===== src/hw/rtl/dq_pkg.sv =====
package dq_pkg;

  // Fixed field widths of the stream beats
  localparam int unsigned KIND_W   = 2;
  localparam int unsigned WORD_W   = 32;
  localparam int unsigned STATUS_W = 2;
  localparam int unsigned OCC_W    = 5;

  // Operation codes carried in the input tuser
  typedef enum logic [KIND_W-1:0] {
    OP_INS_FRONT = 2'd0,
    OP_INS_REAR  = 2'd1,
    OP_REM_FRONT = 2'd2,
    OP_REM_REAR  = 2'd3
  } op_e;

  // Result status carried in the output tuser
  typedef enum logic [STATUS_W-1:0] {
    ST_DONE      = 2'd0,
    ST_UNDERFLOW = 2'd1,
    ST_OVERFLOW  = 2'd2
  } status_e;

  // Per-operation outcome handed from the pointer logic to the result stage
  typedef struct packed {
    logic             rd_used;
    status_e          status;
    logic [OCC_W-1:0] occ;
  } dq_info_t;

endpackage


===== src/hw/rtl/double_ended_queue_core.sv =====
// Channel   Dir  Beat contents (lowest bit first)
// s_axis    in   tuser: kind[1:0]; tdata: value[31:0]
// m_axis    out  tuser: status[1:0]; tdata: removed_value[31:0], occupancy[36:32]
//
// In the accept cycle the head and count update and at most one memory access is
// issued; in the next cycle the output register loads from the registered read of
// the word store.
// No new beat is taken while a result is pending or while the previous result waits
// on m_axis with m_axis_tready low, so no operation starts before the last is output.
// Reset clears head and count (queue empty); the word store is not cleared.
module double_ended_queue_core import dq_pkg::*; #(
  parameter int unsigned DEPTH = 16
) (
  input  logic        clk_i,
  input  logic        rst_ni,
  input  logic        s_axis_tvalid,
  output logic        s_axis_tready,
  input  logic [31:0] s_axis_tdata,  // value[31:0]
  input  logic [1:0]  s_axis_tuser,  // kind[1:0]
  output logic        m_axis_tvalid,
  input  logic        m_axis_tready,
  output logic [39:0] m_axis_tdata,  // removed_value[31:0], occupancy[36:32], zero fill
  output logic [1:0]  m_axis_tuser   // status[1:0]
);

  localparam int unsigned AW = (DEPTH > 1) ? $clog2(DEPTH) : 1;

  logic              accept;
  logic              wr_en, rd_en;
  logic [AW-1:0]     wr_addr, rd_addr;
  logic [WORD_W-1:0] rd_data;
  dq_info_t          info;
  dq_info_t          pend_info_q;
  logic              pend_q;
  logic              out_valid_q, out_valid_d;
  logic [WORD_W-1:0] out_word_q;
  status_e           out_status_q;
  logic [OCC_W-1:0]  out_occ_q;

  // Take a beat when no result is in flight and the output frees up
  assign s_axis_tready = !pend_q && (!out_valid_q || m_axis_tready);
  assign accept        = s_axis_tvalid && s_axis_tready;

  dq_ctrl #(.DEPTH(DEPTH), .AW(AW)) u_ctrl (
    .clk_i     (clk_i),
    .rst_ni    (rst_ni),
    .accept_i  (accept),
    .op_i      (op_e'(s_axis_tuser)),
    .wr_en_o   (wr_en),
    .wr_addr_o (wr_addr),
    .rd_en_o   (rd_en),
    .rd_addr_o (rd_addr),
    .info_o    (info)
  );

  dq_ram #(.DEPTH(DEPTH), .AW(AW)) u_ram (
    .clk_i     (clk_i),
    .wr_en_i   (wr_en),
    .wr_addr_i (wr_addr),
    .wr_data_i (s_axis_tdata),
    .rd_en_i   (rd_en),
    .rd_addr_i (rd_addr),
    .rd_data_o (rd_data)
  );

  // Hold the outcome while the read completes
  always_ff @(posedge clk_i or negedge rst_ni) begin
    if (!rst_ni) begin
      pend_q <= 1'b0;
    end else begin
      pend_q <= accept;
    end
  end

  always_ff @(posedge clk_i) begin
    if (accept) begin
      pend_info_q <= info;
    end
  end

  // Output register: load on a pending result, drop when taken
  always_comb begin
    out_valid_d = out_valid_q;
    if (pend_q) begin
      out_valid_d = 1'b1;
    end else if (m_axis_tready) begin
      out_valid_d = 1'b0;
    end
  end

  always_ff @(posedge clk_i or negedge rst_ni) begin
    if (!rst_ni) begin
      out_valid_q <= 1'b0;
    end else begin
      out_valid_q <= out_valid_d;
    end
  end

  always_ff @(posedge clk_i) begin
    if (pend_q) begin
      out_word_q   <= pend_info_q.rd_used ? rd_data : '0;
      out_status_q <= pend_info_q.status;
      out_occ_q    <= pend_info_q.occ;
    end
  end

  assign m_axis_tvalid = out_valid_q;
  assign m_axis_tdata  = {3'b000, out_occ_q, out_word_q};
  assign m_axis_tuser  = out_status_q;

  // A pending result always finds the output register empty
  a_pend_out_free: assert property (@(posedge clk_i) disable iff (!rst_ni)
    pend_q |-> !out_valid_q)
    else $error("pending result collides with a held output beat");

  // Every accepted beat is pending in the next cycle and then shows up as a valid result
  a_accept_result: assert property (@(posedge clk_i) disable iff (!rst_ni)
    accept |=> (pend_q ##1 m_axis_tvalid))
    else $error("accepted beat did not reach the output");

  // Failed operations return a zero word
  a_fail_zero: assert property (@(posedge clk_i) disable iff (!rst_ni)
    (m_axis_tvalid && (m_axis_tuser == ST_UNDERFLOW || m_axis_tuser == ST_OVERFLOW))
      |-> (m_axis_tdata[31:0] == '0))
    else $error("failed operation returned a nonzero word");

  // No read and write issued in the same cycle
  a_one_access: assert property (@(posedge clk_i) disable iff (!rst_ni)
    !(wr_en && rd_en))
    else $error("memory read and write issued together");

endmodule


===== src/hw/rtl/dq_ram.sv =====
module dq_ram import dq_pkg::*; #(
  parameter int unsigned DEPTH = 16,
  parameter int unsigned AW    = (DEPTH > 1) ? $clog2(DEPTH) : 1
) (
  input  logic              clk_i,
  input  logic              wr_en_i,
  input  logic [AW-1:0]     wr_addr_i,
  input  logic [WORD_W-1:0] wr_data_i,
  input  logic              rd_en_i,
  input  logic [AW-1:0]     rd_addr_i,
  output logic [WORD_W-1:0] rd_data_o
);

  logic [WORD_W-1:0] mem_q [DEPTH];
  logic [WORD_W-1:0] rd_data_q;

  // Write port
  always_ff @(posedge clk_i) begin
    if (wr_en_i) begin
      mem_q[wr_addr_i] <= wr_data_i;
    end
  end

  // Registered read port
  always_ff @(posedge clk_i) begin
    if (rd_en_i) begin
      rd_data_q <= mem_q[rd_addr_i];
    end
  end

  assign rd_data_o = rd_data_q;

endmodule


===== src/hw/rtl/dq_ctrl.sv =====
module dq_ctrl import dq_pkg::*; #(
  parameter int unsigned DEPTH = 16,
  parameter int unsigned AW    = (DEPTH > 1) ? $clog2(DEPTH) : 1
) (
  input  logic              clk_i,
  input  logic              rst_ni,
  input  logic              accept_i,
  input  op_e               op_i,
  output logic              wr_en_o,
  output logic [AW-1:0]     wr_addr_o,
  output logic              rd_en_o,
  output logic [AW-1:0]     rd_addr_o,
  output dq_info_t          info_o
);

  localparam int unsigned CW = $clog2(DEPTH + 1);
  localparam int unsigned SW = CW + 1;
  localparam logic [AW-1:0] LAST_IDX = AW'(DEPTH - 1);
  localparam logic [SW-1:0] DEPTH_S  = SW'(DEPTH);

  logic [AW-1:0] head_q, head_d;
  logic [CW-1:0] count_q, count_d;
  logic [SW-1:0] tail_sum, rear_sum;
  logic [AW-1:0] tail_idx, rear_idx, head_dec, head_inc;
  logic          is_full, is_empty;

  // Slot after the rear and the rear slot, wrapped once around the ring; head stepped back and on
  always_comb begin
    tail_sum = SW'(head_q) + SW'(count_q);
    rear_sum = tail_sum - SW'(1);
    tail_idx = (tail_sum >= DEPTH_S) ? AW'(tail_sum - DEPTH_S) : AW'(tail_sum);
    rear_idx = (rear_sum >= DEPTH_S) ? AW'(rear_sum - DEPTH_S) : AW'(rear_sum);
    head_dec = (head_q == '0) ? LAST_IDX : head_q - AW'(1);
    head_inc = (head_q == LAST_IDX) ? '0 : head_q + AW'(1);
  end

  assign is_full  = (count_q == CW'(DEPTH));
  assign is_empty = (count_q == '0);

  // Decode the operation into memory accesses and the new pointers
  always_comb begin
    head_d      = head_q;
    count_d     = count_q;
    wr_en_o     = 1'b0;
    wr_addr_o   = tail_idx;
    rd_en_o     = 1'b0;
    rd_addr_o   = rear_idx;
    info_o      = '{rd_used: 1'b0, status: ST_DONE, occ: '0};
    case (op_i)
      OP_INS_FRONT: begin
        if (is_full) begin
          info_o.status = ST_OVERFLOW;
        end else begin
          head_d    = head_dec;
          count_d   = count_q + CW'(1);
          wr_en_o   = accept_i;
          wr_addr_o = head_dec;
        end
      end
      OP_INS_REAR: begin
        if (is_full) begin
          info_o.status = ST_OVERFLOW;
        end else begin
          count_d   = count_q + CW'(1);
          wr_en_o   = accept_i;
          wr_addr_o = tail_idx;
        end
      end
      OP_REM_FRONT: begin
        if (is_empty) begin
          info_o.status = ST_UNDERFLOW;
        end else begin
          head_d         = head_inc;
          count_d        = count_q - CW'(1);
          rd_en_o        = accept_i;
          rd_addr_o      = head_q;
          info_o.rd_used = 1'b1;
        end
      end
      OP_REM_REAR: begin
        if (is_empty) begin
          info_o.status = ST_UNDERFLOW;
        end else begin
          count_d        = count_q - CW'(1);
          rd_en_o        = accept_i;
          rd_addr_o      = rear_idx;
          info_o.rd_used = 1'b1;
        end
      end
      default: begin
        info_o.status = ST_DONE;
      end
    endcase
    info_o.occ = OCC_W'(count_d);
  end

  // Pointer registers advance only on an accepted beat
  always_ff @(posedge clk_i or negedge rst_ni) begin
    if (!rst_ni) begin
      head_q  <= '0;
      count_q <= '0;
    end else if (accept_i) begin
      head_q  <= head_d;
      count_q <= count_d;
    end
  end

endmodule


===== config.mk =====
export PLATFORM = sky130hd
export DESIGN_NAME = double_ended_queue_core
export DESIGN_NICKNAME = d
export VERILOG_FILES = /design/src/hw/rtl/dq_pkg.sv /design/src/hw/rtl/double_ended_queue_core.sv /design/src/hw/rtl/dq_ram.sv /design/src/hw/rtl/dq_ctrl.sv
export SDC_FILE = /design/constraint.sdc
export NUM_CORES = 1
export LEC_CHECK = 0
export BUFFER_PORTS_ARGS = -buffer_cell sky130_fd_sc_hd__buf_2
export CAP_MARGIN = 0
export CORE_ASPECT_RATIO = 1.4
export CORE_UTILIZATION = 28
export DETAILED_ROUTE_END_ITERATION = 12
export PLACE_DENSITY_LB_ADDON = 0.2
export RECOVER_POWER = 100
export SYNTH_ARGS = -nofsm -noshare
export SYNTH_HDL_FRONTEND = slang
export SYNTH_SLANG_ARGS = --single-unit

===== constraint.sdc =====
create_clock -name clk_i -period 4.8 [get_ports clk_i]
set_input_delay 1.44 -clock clk_i [delete_from_list [all_inputs] [get_ports clk_i]]
set_output_delay 1.44 -clock clk_i [all_outputs]
set_load 0.005 [all_outputs]

==> impl_metrics.yaml <==
min_path:
  min_from: "pend_info_q[5]$_SDFFCE_PP0P_"
  hold_class: "reg2reg"
  hold_path_depth: 0
detailed_routing:
  avgRoutedWirePerCell_um: 25.6
  first_pass_iters: 5
  drc_errors: 0
  vias: 16138
  dr.first_iter.drc_count: 1362
  routed_via_density: 5.39
  ant_nets: 0
  routed_wl_um: 76700
worst_setup_path:
  end_kind: "flop"
  crit_buf_inv: 2
  worstPathCellList: "inv_1 > ha_1 > nor4bb_1 > or2_0 > nor2_1 > mux2i_1 > nor3_4 > clkbuf_2"
  rrSetupSlack_ns: 0.50
  slowest_delay_ns: 1.26
  worstReg2RegStart: "u_ctrl.count_q[1]$_DFFE_PN0P_"
  crit_fanout: 23
  rr_worst_depth: 8
  path_depth: 8
  start_kind: "flop"
  cp.required_ns: 5.02
  path_class: "reg2reg"
  critPathLaunch: "u_ctrl.count_q[1]$_DFFE_PN0P_"
  critPathArrivalTime_ns: 4.51
  slowest_stage: "mux2i_1"
  critical_path.top_delay_family: "multiplexers"
synthesis:
  yosysUniqueCellTypes: 63
  syn_avg_cell_area_um2: 14.5
  synth.top_cells.by_area: "edfxtp_1, o21ai_0, a311oi_1"
  yosysMostFrequentCell: "edfxtp_1"
  netlist_area_um2: 25100
  ys_top_cells_by_count: "edfxtp_1, o21ai_0, nand2_1"
  synth-edff-count: 591
  yosys.area.top_type: "edfxtp_1"
  seq_area_frac_synth: 0.717
  synth_cells: 1738
  ys.flop_type: "edfxtp_1"
  synth_top_area_share: 0.706
  ys_seq_elements: 602
  async_reset_ff_frac: 0.0183
  yosysWarningCount: 0
placed_design:
  dp_hpwl_um: 41000
  dp_slack_ns: 0.569
  gp_congestion: 0.771
  port-buffer-count: 78
timing:
  period_needed_ns: 4.30
  setup-tns-final_ns: 0
  rsz0062_at_grt: "no"
  max_freq_mhz: 233
  setup_violations: 0
  fin_crit_sh: 0.895
  fin_skew_ns: 0.0318
  slew_headroom: -0.987
  worst_slack_ns: 0.503
  hold_viol_final: 0
  slew_violations: 49
  worst_slew_pin_slew_ns: 2.98
final_layout:
  synthToLayoutAreaGrowth_pct: 14.8
  nets: 1812
  fill_cells: 8591
  drive_gt1_frac: 0.102
die:
  die_area_um2: 91000
  start_util: 0.284
  fp.coreArea_um2: 88600
  die_y_um: 356
  die_w_um: 255
  ios: 82
  placementRows: 129
clock_network:
  postCtsHoldBufs: 0
  cts_tree: "built"
  clk_pin_slew_ns: 0.06
  cts_buffers: 57
  clock_latency_ns: 0.65
  postCtsResizedCells: 0
  ctsRootBufferMaster: "clkbuf_16"
  h-tree-depth: 2
  clockBufferDepth: 3
  post_cts_buffers: 0
  numClockSinks: 602
run_status:
  violations: "max-capacitance violations, max-slew violations"
  run_status: "finished, violations left"
job:
  maxCapViolCount: 2
global_routing:
  grt_usage: 0.168
  grt_overflow: 0
  grt_pass1_wl_um: 112000
  grt_pass1_vias: 16134
  antenna_found_initial: 2
  grt_max_degree: 161
## cell type report
class,instances,area (um2),area share
multi-input cells,946,6440,0.223
flip-flops and latches,602,18000,0.625
diodes,2,5.00,0.000173
repair buffers,144,1040,0.0361
well taps,1179,1480,0.0511
inverters,13,48.8,0.00169
clock buffers,70,1500,0.0519
clock inverters,36,318,0.0110
## worst paths after layout
| kind | endpoint |
|---|---|
| worst max-delay path | u_ram.mem_q[13][20]$_DFFE_PP_ |
| worst max register to register | u_ram.mem_q[13][20]$_DFFE_PP_ |
| worst min-delay path | m_axis_tuser[0]$_DFFE_PP_ |
| worst min register to register | m_axis_tuser[0]$_DFFE_PP_ |
| min in group asynchronous | u_ctrl.count_q[0]$_DFFE_PN0P_ |
| max in group asynchronous | pend_q$_DFF_PN0_ |
## registers in the layout, indices dropped and copies added (netlist names)
name and cells:
m_axis_tuser 2, pend_q 1, u_ram.rd_data_o 32, u_ctrl.head_q 4, pend_info_q 8, out_word_q 32, u_ctrl.count_q 5, u_ram.mem_q 512
out_occ_q 5, m_axis_tvalid 1
## cells in the final DEF, fill, tap and decap left out, types with 32 or more instances in the layout
master | Yosys | final
edfxtp_1 | 591 | 591
o21ai_0 | 256 | 256
nand2_1 | 117 | 115
a311oi_1 | 96 | 96
a32oi_1 | 96 | 96
a22oi_1 | 96 | 96
clkbuf_1 | 108 | 83
clkbuf_16 | 0 | 58
o21ai_1 | 40 | 38
a21oi_1 | 37 | 37
a32o_1 | 32 | 32
o2111ai_1 | 32 | 32
## kinds of logic after synthesis
group / share of synthesized area
xor gates and xnor gates: 0.00627
muxes: 0.00433
other: 0.000149
adders and majority gates: 0.00528
AOI/OAI and AO/OA: 0.194
buffers and inverters: 0.0342
DFF: 0.717
and+or+nand+nor: 0.0390
## metrics by stage
stage / utilization / hold WS [ns] / cell area, um2 / instances
2_1_floorplan: - / 0.400 / 25200 / 1740
3_3_place_gp: 0.307 / 0.402 / 27200 / 2884
3_5_place_dp: 0.307 / 0.405 / 27200 / 2884
4_1_cts: 0.328 / 0.420 / 29100 / 2990
5_1_grt: 0.326 / 0.429 / 28900 / 2992
6_report: 0.326 / 0.419 / 28900 / 2992
## metal layers
metal  track usage  up-vias  wire [um]
met1         0.209     8362      31700
met2         0.293      494      39200
met4        0.0578        0       2160
li1              -     7156          -
met5             0        -          0
met3        0.0252      126       3690
Power is left out: the tool's default activity adds up to more than one toggle a clock period on the data nets, which glitch-free logic cannot reach.
